## config.mk

```make
export PLATFORM = sky130hd
export DESIGN_NAME = h264_sps_dimension_parser_unit
export DESIGN_NICKNAME = d
export VERILOG_FILES = /design/src/sdp_pkg.sv /design/src/h264_sps_dimension_parser_unit.sv /design/src/sdp_byte_queue.sv /design/src/sdp_bit_parser.sv
export SDC_FILE = /design/constraint.sdc
export NUM_CORES = 1
export LEC_CHECK = 0
export ABC_AREA = 1
export ABC_CLOCK_PERIOD_IN_PS = 4500
export CAP_MARGIN = 20
export CELL_PAD_IN_SITES_DETAIL_PLACEMENT = 0
export CELL_PAD_IN_SITES_GLOBAL_PLACEMENT = 2
export CORE_MARGIN = 2
export CORE_UTILIZATION = 33
export DETAILED_ROUTE_END_ITERATION = 10
export DONT_BUFFER_PORTS = 1
export PLACE_DENSITY = 0.84
export SLEW_MARGIN = 15
export SYNTH_ARGS = -nofsm -noshare
export SYNTH_HDL_FRONTEND = slang
export SYNTH_SLANG_ARGS = --single-unit
```

## constraint.sdc

```tcl
create_clock -name clk -period 4.5 [get_ports clk]
set_clock_uncertainty 0.2 [all_clocks]
set_input_delay 0.675 -clock clk [delete_from_list [all_inputs] [get_ports clk]]
set_output_delay 0.675 -clock clk [all_outputs]
set_load 0.01 [all_outputs]
```

## src/sdp_pkg.sv

```systemverilog
// ----------------------------------------------------------------------------
// SPS dimension parser package
// Shared types and constants for the parameter set dimension parser.
// ----------------------------------------------------------------------------
package sdp_pkg;

  localparam int unsigned MaxZeroRun = 31;
  localparam int unsigned QueueDepth = 4;
  localparam int unsigned QueuePtrW = $clog2(QueueDepth);

  localparam logic [1:0] STATUS_COMPLETE  = 2'd0;
  localparam logic [1:0] STATUS_EARLY_END = 2'd1;
  localparam logic [1:0] STATUS_MALFORMED = 2'd2;

  localparam logic [2:0] REG_EXP_WIDTH   = 3'd0;
  localparam logic [2:0] REG_EXP_HEIGHT  = 3'd1;
  localparam logic [2:0] REG_EXP_PROFILE = 3'd2;
  localparam logic [2:0] REG_LOW_LEVEL   = 3'd3;
  localparam logic [2:0] REG_HIGH_LEVEL  = 3'd4;

  typedef struct packed {
    logic [7:0] data;
    logic       last;
  } byte_item_t;

  typedef struct packed {
    logic [15:0] frame_width;
    logic [15:0] frame_height;
    logic [7:0]  profile_code;
    logic [7:0]  level_code;
    logic [1:0]  parse_status;
    logic        meets_limits;
  } result_t;

  typedef struct packed {
    logic [15:0] exp_width;
    logic [15:0] exp_height;
    logic [7:0]  exp_profile;
    logic [7:0]  low_level;
    logic [7:0]  high_level;
  } limits_t;

endpackage

```

## src/h264_sps_dimension_parser_unit.sv

```systemverilog
// ----------------------------------------------------------------------------
// H.264 SPS dimension parser
// Reads picture size, profile and level from parameter set payload bytes.
// ----------------------------------------------------------------------------
// Payload bytes enter a four-entry queue and are taken by a bit parser that
// consumes one syntax bit per cycle while it walks a payload byte; a header
// byte (profile, constraint flags, level) is taken whole. Each parameter set
// gives one result, held in a one-entry output register until it is popped.
module h264_sps_dimension_parser_unit #(
  parameter int unsigned MAX_ZERO_RUN = sdp_pkg::MaxZeroRun
) (
  input  logic        clk,
  input  logic        rst,
  input  logic        push,
  output logic        full,
  input  logic [7:0]  payload_byte,
  input  logic        final_byte,
  output logic        empty,
  input  logic        pop,
  output logic [15:0] frame_width,
  output logic [15:0] frame_height,
  output logic [7:0]  profile_code,
  output logic [7:0]  level_code,
  output logic [1:0]  parse_status,
  output logic        meets_limits,
  input  logic        cfg_valid,
  output logic        cfg_ready,
  input  logic [2:0]  cfg_index,
  input  logic [15:0] cfg_data
);

  sdp_pkg::byte_item_t wr_item;
  sdp_pkg::byte_item_t rd_item;
  sdp_pkg::result_t    new_result;
  sdp_pkg::result_t    held;
  sdp_pkg::limits_t    limits;
  logic rd_valid;
  logic rd_pop;
  logic out_valid;
  logic out_write;

  assign wr_item.data = payload_byte;
  assign wr_item.last = final_byte;
  assign cfg_ready    = 1'b1;

  sdp_byte_queue u_queue (
    .clk      (clk),
    .rst      (rst),
    .push     (push),
    .wr_item  (wr_item),
    .full     (full),
    .rd_pop   (rd_pop),
    .rd_valid (rd_valid),
    .rd_item  (rd_item)
  );

  sdp_bit_parser #(.MAX_ZERO_RUN(MAX_ZERO_RUN)) u_parser (
    .clk        (clk),
    .rst        (rst),
    .in_valid   (rd_valid),
    .in_item    (rd_item),
    .in_pop     (rd_pop),
    .limits     (limits),
    .out_full   (out_valid),
    .out_write  (out_write),
    .out_result (new_result)
  );

  always_ff @(posedge clk) begin
    if (rst) begin
      limits.exp_width   <= 16'd1920;
      limits.exp_height  <= 16'd1080;
      limits.exp_profile <= 8'd100;
      limits.low_level   <= 8'd0;
      limits.high_level  <= 8'd255;
    end else if (cfg_valid && cfg_ready) begin
      case (cfg_index)
        sdp_pkg::REG_EXP_WIDTH:   limits.exp_width   <= cfg_data;
        sdp_pkg::REG_EXP_HEIGHT:  limits.exp_height  <= cfg_data;
        sdp_pkg::REG_EXP_PROFILE: limits.exp_profile <= cfg_data[7:0];
        sdp_pkg::REG_LOW_LEVEL:   limits.low_level   <= cfg_data[7:0];
        sdp_pkg::REG_HIGH_LEVEL:  limits.high_level  <= cfg_data[7:0];
        default: ;
      endcase
    end
  end

  always_ff @(posedge clk) begin
    if (out_write) held <= new_result;
  end

  always_ff @(posedge clk) begin
    if (rst) begin
      out_valid <= 1'b0;
    end else if (out_write) begin
      out_valid <= 1'b1;
    end else if (pop) begin
      out_valid <= 1'b0;
    end
  end

  assign empty        = !out_valid;
  assign frame_width  = held.frame_width;
  assign frame_height = held.frame_height;
  assign profile_code = held.profile_code;
  assign level_code   = held.level_code;
  assign parse_status = held.parse_status;
  assign meets_limits = held.meets_limits;

endmodule

```

## src/sdp_byte_queue.sv

```systemverilog
// ----------------------------------------------------------------------------
// SPS byte queue
// Short queue of payload bytes between the input side and the bit parser.
// ----------------------------------------------------------------------------
module sdp_byte_queue (
  input  logic               clk,
  input  logic               rst,
  input  logic               push,
  input  sdp_pkg::byte_item_t wr_item,
  output logic               full,
  input  logic               rd_pop,
  output logic               rd_valid,
  output sdp_pkg::byte_item_t rd_item
);

  sdp_pkg::byte_item_t entries [sdp_pkg::QueueDepth];
  logic [sdp_pkg::QueuePtrW-1:0] wr_ptr;
  logic [sdp_pkg::QueuePtrW-1:0] rd_ptr;
  logic [sdp_pkg::QueuePtrW:0]   count;
  logic do_wr;
  logic do_rd;

  assign full     = (count == (sdp_pkg::QueuePtrW+1)'(sdp_pkg::QueueDepth));
  assign rd_valid = (count != '0);
  assign rd_item  = entries[rd_ptr];
  assign do_wr    = push && !full;
  assign do_rd    = rd_pop && rd_valid;

  always_ff @(posedge clk) begin
    if (do_wr) begin
      entries[wr_ptr] <= wr_item;
    end
  end

  always_ff @(posedge clk) begin
    if (rst) begin
      wr_ptr <= '0;
      rd_ptr <= '0;
      count  <= '0;
    end else begin
      if (do_wr) wr_ptr <= wr_ptr + 1'b1;
      if (do_rd) rd_ptr <= rd_ptr + 1'b1;
      if (do_wr && !do_rd) count <= count + 1'b1;
      else if (do_rd && !do_wr) count <= count - 1'b1;
    end
  end

  assert property (@(posedge clk) disable iff (rst)
    full |=> !(count == '0))
    else $error("queue lost entries while full");

  assert property (@(posedge clk) disable iff (rst)
    (do_wr && !do_rd) |=> (count == $past(count) + 1'b1))
    else $error("queue count did not follow a lone write");

  assert property (@(posedge clk) disable iff (rst)
    (count == '0) |-> (wr_ptr == rd_ptr))
    else $error("queue pointers differ while empty");

endmodule

```

## src/sdp_bit_parser.sv

```systemverilog
// ----------------------------------------------------------------------------
// SPS bit parser
// Walks the parameter set syntax one bit per cycle and builds the result.
// ----------------------------------------------------------------------------
module sdp_bit_parser #(
  parameter int unsigned MAX_ZERO_RUN = sdp_pkg::MaxZeroRun
) (
  input  logic                clk,
  input  logic                rst,
  input  logic                in_valid,
  input  sdp_pkg::byte_item_t in_item,
  output logic                in_pop,
  input  sdp_pkg::limits_t    limits,
  input  logic                out_full,
  output logic                out_write,
  output sdp_pkg::result_t    out_result
);

  typedef enum logic [1:0] {S_IDLE, S_BITS, S_FINISH} state_t;

  typedef enum logic [4:0] {
    PH_HEADER, PH_SPS_ID, PH_CHROMA, PH_SEP_PLANE, PH_BD_LUMA, PH_BD_CHROMA,
    PH_BYPASS, PH_SCALE_FLAG, PH_SCALE_SKIP, PH_LOG2_FN, PH_POC_TYPE,
    PH_POC_LSB, PH_DELTA_FLAG, PH_OFF_NONREF, PH_OFF_T2B, PH_NUM_CYCLE,
    PH_CYCLE_OFFS, PH_MAX_REF, PH_GAPS, PH_WIDTH, PH_HEIGHT, PH_MBS_ONLY,
    PH_MBAFF, PH_DIRECT8, PH_CROP_FLAG, PH_CROP_L, PH_CROP_R, PH_CROP_T,
    PH_CROP_B, PH_DONE
  } phase_t;

  state_t      state;
  phase_t      phase;
  logic [1:0]  hdr_cnt;
  logic [7:0]  shreg;
  logic [2:0]  bit_cnt;
  logic        last_r;
  logic        emit_r;
  logic [5:0]  zero_run;
  logic [31:0] code_value;
  logic [5:0]  code_left;
  logic [7:0]  profile;
  logic [7:0]  level;
  logic [31:0] cyc;
  logic        field;
  logic [15:0] wacc;
  logic [15:0] hacc;
  logic        given;
  logic [1:0]  status;

  logic        b;
  logic        code_phase;
  logic [31:0] cv_shift;
  logic [31:0] val;
  logic        take_now;
  logic        stop_now;
  logic        emit_now;
  logic [1:0]  stat_sel;
  logic        ok;

  assign b          = shreg[7];
  assign cv_shift   = {code_value[30:0], b};
  assign take_now   = (code_left == 6'd1) || (code_left == '0 && b && zero_run == '0);
  assign val        = (code_left == '0) ? 32'd0 : ((32'd1 << zero_run) - 32'd1 + cv_shift);
  assign code_phase = (phase inside {PH_SPS_ID, PH_CHROMA, PH_BD_LUMA, PH_BD_CHROMA,
                        PH_LOG2_FN, PH_POC_TYPE, PH_POC_LSB, PH_OFF_NONREF, PH_OFF_T2B,
                        PH_NUM_CYCLE, PH_CYCLE_OFFS, PH_MAX_REF, PH_WIDTH, PH_HEIGHT,
                        PH_CROP_L, PH_CROP_R, PH_CROP_T, PH_CROP_B});
  assign stop_now   = code_phase
                      ? ((code_left == '0 && !b && (zero_run + 6'd1 > 6'(MAX_ZERO_RUN)))
                         || (take_now && phase == PH_CROP_B))
                      : (phase == PH_CROP_FLAG && !b);

  assign emit_now  = emit_r || (last_r && !given);
  assign stat_sel  = emit_r ? status : sdp_pkg::STATUS_EARLY_END;
  assign ok        = (stat_sel == sdp_pkg::STATUS_COMPLETE);
  assign in_pop    = (state == S_IDLE) && in_valid;
  assign out_write = (state == S_FINISH) && emit_now && !out_full;

  always_comb begin
    out_result.frame_width  = ok ? wacc : 16'd0;
    out_result.frame_height = ok ? hacc : 16'd0;
    out_result.profile_code = profile;
    out_result.level_code   = level;
    out_result.parse_status = stat_sel;
    out_result.meets_limits = ok && wacc == limits.exp_width && hacc == limits.exp_height
                              && profile == limits.exp_profile && level >= limits.low_level
                              && level <= limits.high_level;
  end

  always_ff @(posedge clk) begin
    if (rst) begin
      state      <= S_IDLE;
      phase      <= PH_HEADER;
      hdr_cnt    <= '0;
      shreg      <= '0;
      bit_cnt    <= '0;
      last_r     <= 1'b0;
      emit_r     <= 1'b0;
      zero_run   <= '0;
      code_value <= '0;
      code_left  <= '0;
      profile    <= '0;
      level      <= '0;
      cyc        <= '0;
      field      <= 1'b0;
      wacc       <= '0;
      hacc       <= '0;
      given      <= 1'b0;
      status     <= sdp_pkg::STATUS_COMPLETE;
    end else begin
      case (state)
        S_IDLE: begin
          if (in_valid) begin
            last_r  <= in_item.last;
            emit_r  <= 1'b0;
            shreg   <= in_item.data;
            bit_cnt <= '0;
            if (given) begin
              state <= S_FINISH;
            end else if (phase == PH_HEADER) begin
              if (hdr_cnt == 2'd0) profile <= in_item.data;
              if (hdr_cnt == 2'd2) begin
                level   <= in_item.data;
                hdr_cnt <= '0;
                phase   <= PH_SPS_ID;
              end else begin
                hdr_cnt <= hdr_cnt + 2'd1;
              end
              state <= S_FINISH;
            end else begin
              state <= S_BITS;
            end
          end
        end
        S_BITS: begin
          shreg   <= {shreg[6:0], 1'b0};
          bit_cnt <= bit_cnt + 3'd1;
          if (bit_cnt == 3'd7 || stop_now) state <= S_FINISH;
          if (code_phase) begin
            if (code_left != '0) begin
              code_value <= (code_left == 6'd1) ? '0 : cv_shift;
              code_left  <= code_left - 6'd1;
            end else if (b && zero_run != '0) begin
              code_left  <= zero_run;
              code_value <= '0;
            end else if (!b) begin
              zero_run <= zero_run + 6'd1;
              if (zero_run + 6'd1 > 6'(MAX_ZERO_RUN)) begin
                given  <= 1'b1;
                emit_r <= 1'b1;
                status <= sdp_pkg::STATUS_MALFORMED;
                phase  <= PH_DONE;
              end
            end
            if (take_now) begin
              zero_run <= '0;
              case (phase)
                PH_SPS_ID: phase <= (profile >= 8'd100) ? PH_CHROMA : PH_LOG2_FN;
                PH_CHROMA: phase <= (val == 32'd3) ? PH_SEP_PLANE : PH_BD_LUMA;
                PH_BD_LUMA: phase <= PH_BD_CHROMA;
                PH_BD_CHROMA: phase <= PH_BYPASS;
                PH_LOG2_FN: phase <= PH_POC_TYPE;
                PH_POC_TYPE: begin
                  phase <= (val == 32'd0) ? PH_POC_LSB
                         : ((val == 32'd1) ? PH_DELTA_FLAG : PH_MAX_REF);
                end
                PH_POC_LSB: phase <= PH_MAX_REF;
                PH_OFF_NONREF: phase <= PH_OFF_T2B;
                PH_OFF_T2B: phase <= PH_NUM_CYCLE;
                PH_NUM_CYCLE: begin
                  cyc   <= val;
                  phase <= (val != 32'd0) ? PH_CYCLE_OFFS : PH_MAX_REF;
                end
                PH_CYCLE_OFFS: begin
                  cyc <= cyc - 32'd1;
                  if (cyc == 32'd1) phase <= PH_MAX_REF;
                end
                PH_MAX_REF: phase <= PH_GAPS;
                PH_WIDTH: begin
                  wacc  <= {val[11:0] + 12'd1, 4'd0};
                  phase <= PH_HEIGHT;
                end
                PH_HEIGHT: begin
                  hacc  <= val[15:0] + 16'd1;
                  phase <= PH_MBS_ONLY;
                end
                PH_CROP_L: begin
                  wacc  <= wacc - {val[14:0], 1'b0};
                  phase <= PH_CROP_R;
                end
                PH_CROP_R: begin
                  wacc  <= wacc - {val[14:0], 1'b0};
                  phase <= PH_CROP_T;
                end
                PH_CROP_T: begin
                  hacc  <= hacc - (field ? {val[13:0], 2'd0} : {val[14:0], 1'b0});
                  phase <= PH_CROP_B;
                end
                PH_CROP_B: begin
                  hacc   <= hacc - (field ? {val[13:0], 2'd0} : {val[14:0], 1'b0});
                  given  <= 1'b1;
                  emit_r <= 1'b1;
                  status <= sdp_pkg::STATUS_COMPLETE;
                  phase  <= PH_DONE;
                end
                default: ;
              endcase
            end
          end else begin
            case (phase)
              PH_SEP_PLANE: phase <= PH_BD_LUMA;
              PH_BYPASS: phase <= PH_SCALE_FLAG;
              PH_SCALE_FLAG: begin
                if (b) begin
                  cyc   <= 32'd8;
                  phase <= PH_SCALE_SKIP;
                end else begin
                  phase <= PH_LOG2_FN;
                end
              end
              PH_SCALE_SKIP: begin
                cyc <= cyc - 32'd1;
                if (cyc == 32'd1) phase <= PH_LOG2_FN;
              end
              PH_DELTA_FLAG: phase <= PH_OFF_NONREF;
              PH_GAPS: phase <= PH_WIDTH;
              PH_MBS_ONLY: begin
                field <= !b;
                hacc  <= b ? {hacc[11:0], 4'd0} : {hacc[10:0], 5'd0};
                phase <= b ? PH_DIRECT8 : PH_MBAFF;
              end
              PH_MBAFF: phase <= PH_DIRECT8;
              PH_DIRECT8: phase <= PH_CROP_FLAG;
              PH_CROP_FLAG: begin
                if (b) begin
                  phase <= PH_CROP_L;
                end else begin
                  given  <= 1'b1;
                  emit_r <= 1'b1;
                  status <= sdp_pkg::STATUS_COMPLETE;
                  phase  <= PH_DONE;
                end
              end
              default: ;
            endcase
          end
        end
        S_FINISH: begin
          if (!(emit_now && out_full)) begin
            state <= S_IDLE;
            if (last_r) begin
              phase      <= PH_HEADER;
              hdr_cnt    <= '0;
              zero_run   <= '0;
              code_value <= '0;
              code_left  <= '0;
              profile    <= '0;
              level      <= '0;
              cyc        <= '0;
              field      <= 1'b0;
              wacc       <= '0;
              hacc       <= '0;
              given      <= 1'b0;
            end else if (emit_now) begin
              given <= 1'b1;
            end
          end
        end
        default: state <= S_IDLE;
      endcase
    end
  end

  assert property (@(posedge clk) disable iff (rst)
    out_write |-> !out_full)
    else $error("result written while output slot is occupied");

  assert property (@(posedge clk) disable iff (rst)
    !given |-> (zero_run <= 6'(MAX_ZERO_RUN)))
    else $error("zero run went past its limit");

  assert property (@(posedge clk) disable iff (rst)
    (state == S_BITS) |-> !given)
    else $error("bits walked after a result was given");

endmodule

```

# Yosys cells after proc, flatten, opt, wreduce, memory -nomap -nowiden
# Memories as Yosys holds them, arrays and structs flattened. A register that Yosys moved wholly into a read port is not among the register bits.
# Index checks and enable logic that the tools add are counted.
# word_totals
wordCells	340
ram_bits	36
inputBits	33
memories	1
reg_bits	264
out_inout_bits	54
# memory_table
name	depth	width	read_ports	rd_clocked_by_memory_dff	wr	line	rtl
u_queue.entries	4	9	1	1	1	sdp_byte_queue.sv:16	sdp_pkg::byte_item_t entries [sdp_pkg::QueueDepth];
# classes
shifts	1
n_mux	139
magnitude_cmp	4
addsub	15
n_reduce_logical	74
n_eq_ne	73
# op_table
operator	n
$mux W32	6
$pmux W32 S2	3
$mux W16	9
$pmux W16 S2	4
$mux W31	4
$pmux W5 S18	1
$mux W8	11
$mux W5	16
$eq A5 B5 Y1 const B	13
$eq A32 B1 Y1 const B	2
$sub A32 B1 Y32 const B	2
$pmux W31 S2	1
$mux W6	10
$pmux W5 S10	1
$pmux W8 S2	3
$mux W2	23
$eq A5 B4 Y1 const B	8
$add A32 B32 Y32	1
$eq A16 B16 Y1	2
$eq A32 B2 Y1 const B	1
$logic_not A32 Y1	1
$mux W1	32
$reduce_bool A32 Y1	1
$shl A1 B6 Y32 const A	1
other kinds (58)	150

# Logic depth before layout (Yosys ltp)
# Gate-level depths: netlist of run 1.
# depth
ltp_word	11
depth_mapped	34
depth_no_buf	34

# Hierarchy
# Synthesis of run 1 repeated with hierarchy kept, for this count alone.
# unflattened
hier_cells	2927
hier_area_um2	20063.0
# by_module_without_submodules
module	cells_per_inst	seq_area_each_um2	instances	area_per_inst_um2
sdp_bit_parser	2399	2962.8	1	14416.3
h264_sps_dimension_parser_unit	373	2672.6	1	3784.9
sdp_byte_queue	155	1261.2	1	1861.8

# Least setup slack after synthesis of run 1
# OpenSTA, ideal clock, no wires.
# synth_timing
path_type	flip-flop to flip-flop
startpoint	register u_parser.zero_run[1]
endpoint	register u_parser.hacc[15]
t_required_ps	4167
setup_slack_ps	-135
path_stages_with_launch	34
path_buffers	0
t_arrival_ps	4302
setup_time_ps	133
synth_period_minus_slack_ps	4635
cell_sequence	dfxtp_1 > inv_1 > ha_1 > inv_1 > nor3_1 > nand2_1 > ha_1 > inv_1 > ha_1 > fa_1 > nand2_1 > inv_1 > nand2_1 > nand3_1 > inv_1 > nor2_1 > nor2_1 > o21ai_0 > ha_1 > a21oi_1 > nor2_1 > a211oi_1 > o21ai_0 > nand2_1 > nand2_1 > a21oi_1 > o21ai_0 > a21oi_1 > xor2_1 > nand2_1 > nand2_1 > nand2_1 > nand2_1 > a21oi_1
# synth_between
elab_chain_cells	10
elab_cells_between_ends	16
classes_between	add/sub (4); eq/ne (1); shift (1); mux (6); reduce/logical (4)
# synth_lines
item	line	rtl
start, declared	sdp_bit_parser.sv:37	logic [5:0] zero_run;
start signal, assigned	sdp_bit_parser.sv:146	zero_run <= zero_run + 6'd1;
$shl A1 B6 Y32	sdp_bit_parser.sv:62	assign val = (code_left == '0) ? 32'd0 : ((32'd1 << zero_run) - 32'd1 + cv_shift);
$sub A32 B1 Y32	sdp_bit_parser.sv:62	
$add A32 B32 Y32	sdp_bit_parser.sv:62	
$mux W32	sdp_bit_parser.sv:62	
$mux W16	sdp_bit_parser.sv:195, sdp_bit_parser.sv:199	
$sub A16 B16 Y16	sdp_bit_parser.sv:195, sdp_bit_parser.sv:199	
$pmux W16 S2	sdp_bit_parser.sv:156	case (phase)
$mux W16	sdp_bit_parser.sv:154	if (take_now) begin
$mux W16	sdp_bit_parser.sv:138	if (code_phase) begin
$pmux W16 S2	sdp_bit_parser.sv:110	case (state)
end signal, assigned	sdp_bit_parser.sv:183	hacc <= val[15:0] + 16'd1;
end signal, assigned	sdp_bit_parser.sv:195	hacc <= hacc - (field ? {val[13:0], 2'd0} : {val[14:0], 1'b0});
end signal, assigned	sdp_bit_parser.sv:199	hacc <= hacc - (field ? {val[13:0], 2'd0} : {val[14:0], 1'b0});
end, declared	sdp_bit_parser.sv:45	logic [15:0] hacc;
# Parallel ways exist; a longest one is shown, timed or not. The select of a mux whose other input is x is not followed.
# A chain may end at the register's enable or synchronous reset.

# Worst setup path after layout of run 1
# layout_timing
startpoint	register u_parser.zero_run[1]
endpoint	register u_parser.wacc[12]
# layout_between
elab_chain_cells	9
elab_cells_between_ends	15
classes_between	add/sub (4); eq/ne (1); shift (1); mux (5); reduce/logical (4)
# layout_lines
item	line	rtl
$shl A1 B6 Y32	sdp_bit_parser.sv:62	
$sub A32 B1 Y32	sdp_bit_parser.sv:62	
$add A32 B32 Y32	sdp_bit_parser.sv:62	
$mux W32	sdp_bit_parser.sv:62	
$sub A16 B16 Y16 / $add A12 B1 Y12 (equally long branches)	sdp_bit_parser.sv:187, sdp_bit_parser.sv:191, sdp_bit_parser.sv:179	
$pmux W16 S2	sdp_bit_parser.sv:156	
$mux W16	sdp_bit_parser.sv:154	
$mux W16	sdp_bit_parser.sv:138	
$pmux W16 S2	sdp_bit_parser.sv:110	
end signal, assigned	sdp_bit_parser.sv:179	wacc <= {val[11:0] + 12'd1, 4'd0};
end signal, assigned	sdp_bit_parser.sv:187	wacc <= wacc - {val[14:0], 1'b0};
end signal, assigned	sdp_bit_parser.sv:191	wacc <= wacc - {val[14:0], 1'b0};
end, declared	sdp_bit_parser.sv:44	logic [15:0] wacc;
# Parallel ways exist; a longest one is shown, timed or not. The select of a mux whose other input is x is not followed.

==> results of run 1 <==
## flip-flops by register name, indices dropped and copies added (netlist names), 5 cells and up, named ones only
register	cells
limits	56
u_parser.hacc	16
profile_code	8
frame_height	16
u_parser.code_left	6
u_parser.profile	8
level_code	8
u_parser.shreg	8
u_parser.phase	5
u_parser.level	8
u_parser.code_value	31
u_parser.cyc	32
u_parser.zero_run	6
u_queue.entries	36
frame_width	15
u_parser.wacc	15
## worst max-delay path: cells and delay by family (launching register included)
family	cells	cell delay [ps]
buf+inv	8	780
compound gates	5	550
xor+xnor	1	130
flops	1	390
simple gates	13	1130
fa+ha+maj	5	1150
## area by class of cell
| type | count | area [sq um] | share of cell area (%) |
|---|---|---|---|
| repair buffers | 237 | 1904 | 7.784 |
| flip-flops and latches | 300 | 6882 | 28.13 |
| multi-input cells | 2009 | 11750 | 48.02 |
| clock inverters | 23 | 287.8 | 1.176 |
| inverters | 449 | 1700 | 6.950 |
| well taps | 773 | 967.2 | 3.953 |
| clock buffers | 45 | 975.9 | 3.989 |
## metrics by stage
| stage | TNS, ps | util, % | area, sq um |
|---|---|---|---|
| 6_report | 0 | 41.45 | 24470 |
| 5_1_grt | -1570 | 41.45 | 24470 |
| 4_1_cts | -6.976 | 39.60 | 23370 |
| 3_5_place_dp | -1674 | 36.98 | 21830 |
| 3_3_place_gp | -868.8 | 36.98 | 21830 |
| 2_1_floorplan | 0 | - | 19710 |
## worst paths after layout
check / startpoint / end / cells past startpoint
setup / recovery: u_parser.zero_run[1] / u_parser.wacc[12] / 32
hold / removal: cfg_data[10] / limits[34] / 2
setup reg to reg: u_parser.zero_run[1] / u_parser.wacc[12] / 32
hold reg to reg: u_parser.level[0] / level_code[0] / 0
## cells in the mapped netlist (4+ instances only)
master    number
nand2_1      636
inv_1        427
nor2_1       332
dfxtp_1      214
a21oi_1      212
o21ai_0      185
ha_1         129
nand3_1      127
edfxtp_1      86
clkbuf_1      77
nor3_1        51
xor2_1        44
o22ai_1       36
a211oi_1      32
a31oi_1       27
o211ai_1      26
nand4_1       24
xnor2_1       16
inv_2         14
nor4_1        14
buf_2         13
or2_2         13
o21bai_1       9
a32o_1         8
nand3b_1       8
o31ai_1        7
a22oi_1        6
clkinv_1       6
o221ai_1       6
a22o_1         5
nor2_2         5
o21a_1         5
buf_4          4
fa_1           4
## logic make-up (layout without fill, tap and decap cells)
| family | after synthesis | in the layout | synth area share, % |
|---|---|---|---|
| other | 2 | 2 | 0.03813 |
| XOR/XNOR | 60 | 60 | 2.668 |
| flip-flops | 300 | 300 | 34.86 |
| AND/OR/NAND/NOR | 1230 | 1230 | 26.03 |
| buffers and inverters | 547 | 754 | 10.68 |
| adder cells (fa/ha/maj) | 133 | 133 | 8.602 |
| AO/OA/AOI/OAI | 584 | 584 | 17.12 |
## routing by layer
metal,GRT usage [%],vias to the layer above
met1,28.89,8941
met5,0,-
met4,4.832,0
li1,-,9738
met2,33.26,405
met3,2.941,89
## power by group through the flow
stage / registers, uW / logic, uW / clock network, uW
6_report: 3840 / 14900 / 3100
5_1_grt: 3900 / 16600 / 3270
3_5_place_dp: 3860 / 13000 / 0
3_3_place_gp: 3850 / 12900 / 0
4_1_cts: 3810 / 13300 / 3160
2_1_floorplan: 3680 / 8270 / 0
## timing repair
action,CTS,global route
pin swaps,10,50
gates resized for setup,43,220
hold endpoints to repair,46,0
hold buffers,10,0
endpoints found under the setup margin,16,20
setup buffers,3,22
==> metrics.csv, run 1 <==
metric;value;unit
p_sw_share;48.68;%
clk_pin_slew;60;ps
fillers;6130;
insertedDiodeCount;0;
cp_slowest_stage_delay;390;ps
synth_area_leaders;dfxtp_1, edfxtp_1, nand2_1;
synth_ff_type;dfxtp_1;
ir_worst_vdd;424.4;uV
synth.distinct_cells;61;
setup_viol;0;
power.internal;11190;uW
hold_ws;28.70;ps
syn_avg_cell_area;6.896;sq um
htree_levels;2;
syn_area;19700;sq um
crit_path_top_delay_cell;dfxtp_4;
post-route-period-util;99.10;%
p_seq_share;17.6;%
cellLeakagePower;0.01086;uW
wl_met2;29640;um
port_buffers;0;
instances_no_fill;3836;
required;4750;ps
hpwl;48680;um
grt_remaining_overflow;0;
drc;0;
pwr-share-clk;14.2;%
grt_pass1_vias;18230;
hp-class;in -> reg;
die_area;61650;sq um
yosysWarnings;0;
top_layer_used;met4;
final_cell_mix;nand2_1, inv_1, nor2_1, buf_4, dfxtp_1;
syn_nets;3022;
crit_arrival;4710;ps
cp_max_fo;6;
rsz0062_at_grt;yes;
cts_inserted_buffers;37;
gp_congestion;0.8994;
status;finished clean;
fp.dieW;248.3;um
comb_power_share;68.2;%
clockBufferDepth;3;
synth-edff-count;86;
min_period;4459;ps
layout-drive-gt1-share;17.27;%
fmax;224.2;MHz
async_flop_share;0;%
drtPass1Iterations;5;
core.rowCount;89;
p_per_area;890.9;nW/um^2
nets;3200;
wl;64650;um
yosys.area.top_type;dfxtp_1;
maxCapViolCount;0;
drtAntennaViolNets;0;
drt-met1-wl;30900;um
worstMarginPinSlew;885.8;ps
pre_cts_slack;-291.1;ps
grt_max_degree;96;
initial_core_util;33.37;%
end_kind;flip-flop;
clock_latency;570;ps
synthCells;2856;
worst_path_most_repeated_cell;nand2_1;
drtIter0Drc;1394;
num_vias;19170;
slew_headroom;40.73;%
dr_wl_met3;2789;um
area_growth;24.22;%
hold_viol;0;
placed_cells;3732;
grt_antenna_before_repair;0;
power;21800;uW
setup_ws;40.60;ps
final_common_cell;nand2_1;
core;59020;sq um
cts-root-buf;clkbuf_16;
die_h;248.3;um
rrSetupSlack;40;ps
ys_seq_area_share;34.86;%
p_sw;10610;uW
worstSetupPathType;reg -> reg;
post_drt_via_cell_ratio;4.998;
cts_tree;yes;
slew_violations;0;
ys_ff_latch;300;
clkSinkCount;300;
grt_first_pass_wirelength;100300;um
io_pins;87;
synthDominantCellAreaShare;21.75;%
grt_usage;20.58;%
critPathLaunchType;flip-flop;
routedWlPerCell;16.85;um
(Power assumes the default switching activity.)
==> inputs of run 2 (changes only) <==
--- a/config.mk
+++ b/config.mk
@@ -7,13 +7,14 @@
 export LEC_CHECK = 0
 export ABC_AREA = 1
 export ABC_CLOCK_PERIOD_IN_PS = 4500
+export BUFFER_PORTS_ARGS = -buffer_cell sky130_fd_sc_hd__buf_2
 export CAP_MARGIN = 20
 export CELL_PAD_IN_SITES_DETAIL_PLACEMENT = 0
 export CELL_PAD_IN_SITES_GLOBAL_PLACEMENT = 2
 export CORE_MARGIN = 2
-export CORE_UTILIZATION = 33
+export CORE_UTILIZATION = 32
+export CTS_CLUSTER_DIAMETER = 200
 export DETAILED_ROUTE_END_ITERATION = 10
-export DONT_BUFFER_PORTS = 1
 export PLACE_DENSITY = 0.84
 export SLEW_MARGIN = 15
 export SYNTH_ARGS = -nofsm -noshare
==> metrics.csv, run 2 (same netlist as run 1, synthesis figures left out) <==
metric;value;unit;change
grt_max_degree;89;;-7.3%
power;22430;uW;+2.9%
cts-root-buf;clkbuf_16;;
num_vias;19550;;+1.9%
required;4800;ps;+50 ps
post_drt_via_cell_ratio;4.946;;-1.0%
largest_reg_flops;56;;unchanged
die_h;252.1;um;+1.5%
port_buffers;84;;+84
core.rowCount;90;;+1.1%
io_pins;87;;unchanged
ir_worst_vdd;399.8;uV;-5.8%
grt_pass1_vias;18750;;+2.9%
fmax;228.9;MHz;+2.1%
drtPass1Iterations;5;;unchanged
critPathLaunchType;flip-flop;;
final_common_cell;nand2_1;;
min_from;payload_byte[1];;
cts_tree;yes;;
drc;0;;unchanged
grt_remaining_overflow;0;;unchanged
reg_top3;limits x56, u_queue.entries x36, u_parser.cyc x32;;
slew_violations;0;;unchanged
cts_inserted_buffers;38;;+2.7%
drtIter0Drc;1366;;-2.0%
crit_path_top_delay_cell;fa_2;;
clkSinkCount;300;;unchanged
min_period;4369;ps;-90.64 ps
p_per_area;887.3;nW/um^2;-0.40%
rsz0062_at_grt;yes;;
worstSetupPathType;reg -> reg;;
slew_headroom;41.68;%;+0.95 points
timing.setup.tns;0;ps;unchanged
insertedDiodeCount;0;;unchanged
setup_viol;0;;unchanged
layout-drive-gt1-share;21.29;%;+4.0 points
cp_slowest_stage_delay;430;ps;+40 ps
area_growth;28.35;%;
hp-class;in -> reg;;
post-route-period-util;97.08;%;-2.0 points
gp_congestion;0.8988;;about the same
core;60580;sq um;+2.6%
status;finished clean;;
grt_first_pass_wirelength;102700;um;+2.4%
crit_arrival;4660;ps;-50 ps
cp_max_fo;4;;-2
regMostFlops;limits;;
drtAntennaViolNets;0;;unchanged
fp.dieW;252.1;um;+1.5%
grt_antenna_before_repair;0;;unchanged
worst_path_most_repeated_cell;nand2_1;;
worstMarginPinSlew;871.6;ps;-14.23 ps
hold_viol;0;;unchanged
whs_path_depth;1;;-1
routedWlPerCell;16.57;um;-1.7%
clk_pin_slew;60;ps;about the same
rrSetupSlack;130;ps;+90 ps
initial_core_util;32.51;%;-0.86 points
end_kind;flip-flop;;
clockBufferDepth;3;;unchanged
clock_latency;570;ps;about the same
htree_levels;2;;unchanged
nets;3306;;+3.3%
hold_ws;111.4;ps;+82.71 ps
r2r_end;u_parser.hacc[14];;
maxCapViolCount;0;;unchanged
die_area;63550;sq um;+3.1%
fillers;6274;;+2.3%
hpwl;49470;um;+1.6%
crit-reg2reg-launch;u_parser.zero_run[1];;
grt_usage;20.07;%;-0.51 points
final_cell_mix;nand2_1, inv_1, nor2_1, buf_4, dfxtp_1;;
cellLeakagePower;0.01132;uW;+4.3%
holdPathEnd;u_queue.entries[0][2];;
worstRegToRegCells;33;;+3.1%
wl;65480;um;+1.3%
==> run 2: changes by cell type in the layout (fill, tap and decap cells not counted), sizes merged <==
cell and change:
inv -3, bufinv +1, clkinv +2, clkbuf +2
dlygate4sd3 -10, buf +115
==> run 2: cell type report <==
| type | instances | area (sq um) | area share [%] |
|---|---|---|---|
| clock buffers | 47 | 1035 | 4.093 |
| repair buffers | 342 | 2480 | 9.810 |
| multi-input cells | 2009 | 11890 | 47.04 |
| inverters | 449 | 1700 | 6.726 |
| clock inverters | 23 | 317.8 | 1.257 |
| flip-flops and latches | 300 | 6878 | 27.21 |
| well taps | 782 | 978.4 | 3.871 |
==> run 2: per-layer routing <==
| metal | vias to the layer above | GRT usage (%) | share of wire (%) |
|---|---|---|---|
| met4 | 0 | 4.379 | 1.6 |
| met1 | 9148 | 27.81 | 48 |
| met5 | - | 0 | 0 |
| met2 | 374 | 33.36 | 47 |
| li1 | 9956 | - | - |
| met3 | 68 | 2.497 | 4.1 |
==> run 2: critical path, delay by kind of cell (launching register included) <==
family / cells / cell delay [ps]
AND/OR/NAND/NOR: 18 / 1470
adder cells (fa/ha/maj): 4 / 1200
buffers and inverters: 6 / 540
AO/OA/AOI/OAI: 5 / 490
flip-flops: 1 / 380
==> run 2: worst max path at each step <==
stage | from | end | slack [ps] | cells after the start
3_3_place_gp | u_parser.zero_run[3] | u_parser.hacc[14] | -410 | 30
2_1_floorplan | u_parser.zero_run[2] | u_parser.hacc[15] | 20 | 33
5_1_grt | u_parser.zero_run[2] | u_parser.hacc[15] | -180 | 32
4_1_cts | u_parser.zero_run[1] | u_parser.hacc[15] | -60 | 33
3_5_place_dp | u_parser.zero_run[1] | u_parser.hacc[14] | -380 | 31
6_report | u_parser.zero_run[1] | u_parser.hacc[14] | 130 | 33
==> run 2: report_power, final <==
group	switching, uW	internal (uW)	leakage (uW)
Combinational	9000	6400	0.00814
Sequential	464	3320	0.00253
Clock	1280	1960	0.000653
Total	10700	11700	0.0113
==> run 2: what timing repair did <==
item                       in CTS  in global routing
pin swaps                      31                 90
gates resized for setup        79                211
setup buffers                   9                 24
setup endpoints to repair      17                 18
hold endpoints to repair        0                  0
hold buffers                    0                  0
==> run 2: per-stage QoR <==
| stage | instance area, sq um | instances | setup WS (ps) | util [%] |
|---|---|---|---|---|
| after floorplan | 19710 | 2856 | 16.78 | - |
| after global placement | 22430 | 3847 | -405.7 | 37.02 |
| after global routing | 25280 | 3952 | -180.8 | 41.73 |
| final | 25280 | 3952 | 131.2 | 41.73 |
| after detailed placement | 22430 | 3847 | -380.1 | 37.02 |
| after CTS | 24140 | 3926 | -61.36 | 39.85 |
==> inputs of run 3 (changes only) <==
--- a/config.mk
+++ b/config.mk
@@ -15,7 +15,7 @@
 export CORE_UTILIZATION = 32
 export CTS_CLUSTER_DIAMETER = 200
 export DETAILED_ROUTE_END_ITERATION = 10
-export PLACE_DENSITY = 0.84
+export PLACE_DENSITY = 0.81
 export SLEW_MARGIN = 15
 export SYNTH_ARGS = -nofsm -noshare
 export SYNTH_HDL_FRONTEND = slang
==> metrics.csv, run 3 (same netlist as run 1, synthesis figures left out) <==
metric;value;unit;change
regMostFlops;limits;;
crit-reg2reg-launch;u_parser.zero_run[0];;
die_area;63550;sq um;unchanged
grt_first_pass_wirelength;101800;um;-0.87%
gp_congestion;0.8720;;-3.0%
drc;0;;unchanged
post-route-period-util;100.8;%;+3.8 points
p_per_area;884.5;nW/um^2;-0.32%
cts_inserted_buffers;38;;unchanged
setup_ws;-37.89;ps;-169.1 ps
insertedDiodeCount;0;;unchanged
largest_reg_flops;56;;unchanged
fmax;220.4;MHz;-3.7%
rsz0062_at_grt;yes;;
hold_viol;0;;unchanged
num_vias;19460;;-0.45%
pre_cts_slack;-373.5;ps;+6.629 ps
min_period;4538;ps;+169.1 ps
slew_violations;0;;unchanged
grt_max_degree;88;;-1.1%
drtIter0Drc;1341;;-1.8%
wl;65280;um;-0.31%
core;60580;sq um;unchanged
final_common_cell;nand2_1;;
instances_no_fill;3930;;-0.56%
clk_pin_slew;60;ps;about the same
final_area;25020;sq um;-1.0%
drtAntennaViolNets;0;;unchanged
io_pins;87;;unchanged
grt_pass1_vias;18380;;-2.0%
routedWlPerCell;16.61;um;+0.25%
grt_usage;20.15;%;+0.080 points
rrSetupSlack;-40;ps;-170 ps
post_drt_via_cell_ratio;4.951;;+0.11%
hpwl;49520;um;+0.10%
cp_slowest_stage_delay;400;ps;-30 ps
ir_worst_vdd;409.8;uV;+2.5%
port_buffers;84;;unchanged
final_cell_mix;nand2_1, inv_1, nor2_1, buf_4, dfxtp_1;;
power;22130;uW;-1.3%
clock_latency;580;ps;about the same
worst_path_most_repeated_cell;nand2_1;;
cts_tree;yes;;
reg_top3;limits x56, u_queue.entries x36, u_parser.cyc x32;;
worstMarginPinSlew;934.6;ps;+62.99 ps
violations;setup timing;;
slew_headroom;37.70;%;-4.0 points
core.rowCount;90;;unchanged
min_from;payload_byte[4];;
multi_input_area;11770;sq um;-1.0%
worstSetupPathType;reg -> reg;;
clockBufferDepth;3;;unchanged
fp.dieW;252.1;um;unchanged
place_area;22360;sq um;-0.32%
area_growth;27.03;%;
nets;3284;;-0.67%
htree_levels;2;;unchanged
r2r_end;u_parser.hacc[13];;
required;4730;ps;-70 ps
grt_remaining_overflow;0;;unchanged
whs_path_depth;1;;unchanged
critPathLaunchType;flip-flop;;
worstRegToRegCells;34;;+3.0%
clkSinkCount;300;;unchanged
cts-root-buf;clkbuf_16;;
die_h;252.1;um;unchanged
maxCapViolCount;0;;unchanged
cellLeakagePower;0.01122;uW;-0.90%
status;complete, but fails checks;;
end_kind;flip-flop;;
hp-class;in -> reg;;
cp_max_fo;4;;unchanged
holdPathEnd;u_queue.entries[3][5];;
drtPass1Iterations;7;;+2
initial_core_util;32.51;%;unchanged
crit_path_top_delay_cell;dfxtp_4;;
crit_arrival;4770;ps;+110 ps
timing.setup.tns;-66.22;ps;-66.22 ps
layout-drive-gt1-share;19.98;%;-1.3 points
grt_antenna_before_repair;0;;unchanged
seq_area;6879;sq um;about the same
setup_viol;2;;+2
placed_cells;3839;;-0.21%
fillers;6291;;+0.27%
==> run 3: cell count changes in the layout (fill, tap and decap cells not counted), moves of 5 or more <==
cell / previous run / this run
buf_4: 243 / 224
nand3_2: 24 / 15
inv_2: 38 / 31
nand2_1: 596 / 603
nand2_2: 39 / 33
nand3_1: 103 / 109
ha_1: 90 / 95
ha_4: 36 / 31
inv_1: 400 / 405
==> run 3: critical path, delay by kind of cell (launching register included) <==
kind                       cells  cell delay, ps
adders and majority gates      5            1170
AOI/OAI and AO/OA              8             970
and+or+nand+nor               14            1090
xor gates and xnor gates       1             120
DFF                            1             400
buffers and inverters          6             450
==> run 3: metrics by stage <==
step	hold WS (ps)	util, %
2_1_floorplan	208.2	-
5_1_grt	90.08	41.30
3_3_place_gp	233.2	36.90
3_5_place_dp	220.5	36.90
4_1_cts	78.18	39.68
6_report	107.7	41.30
==> run 3: cell type report <==
cell class                 instances  area share, %
timing repair buffer             320          9.137
clock inverter                    22          1.530
inverter                         449          6.806
tap                              782          3.911
multi-input combinational       2009          47.03
clock buffer                      48          4.086
sequential                       300          27.50
==> run 3: power by group <==
part	leakage [uW]	switching (uW)	internal (uW)
clock network	0.000685	1320	2100
logic	0.00801	8830	6080
registers	0.00253	464	3320
==> run 3: routing by layer <==
metal	GRT usage [%]	wire (um)	part of all wire [%]	vias to the layer above
li1	-	-	-	9931
met1	28.53	31540	48	9077
met2	32.81	30000	46	375
met3	2.197	2602	4.0	75
met4	4.751	1136	1.7	0
met5	0	0	0	-
==> run 3: worst max path at each step <==
stage,startpoint,end,depth (start not counted),slack [ps]
after floorplan,u_parser.zero_run[2],u_parser.hacc[15],33,20
after global placement,u_parser.zero_run[1],u_parser.hacc[15],33,-340
after detailed placement,u_parser.zero_run[1],u_parser.hacc[15],31,-370
after CTS,u_parser.zero_run[1],u_parser.hacc[13],33,-80
after global routing,u_parser.zero_run[0],u_parser.hacc[15],34,-410
final,u_parser.zero_run[0],u_parser.hacc[13],34,-40
==> run 3: timing repair <==
| item | CTS | global route |
|---|---|---|
| hold buffers | 0 | 0 |
| buffers inserted | 5 | 15 |
| pin swaps | 20 | 76 |
| endpoints found under the setup margin | 18 | 21 |
| gates resized for setup | 67 | 204 |
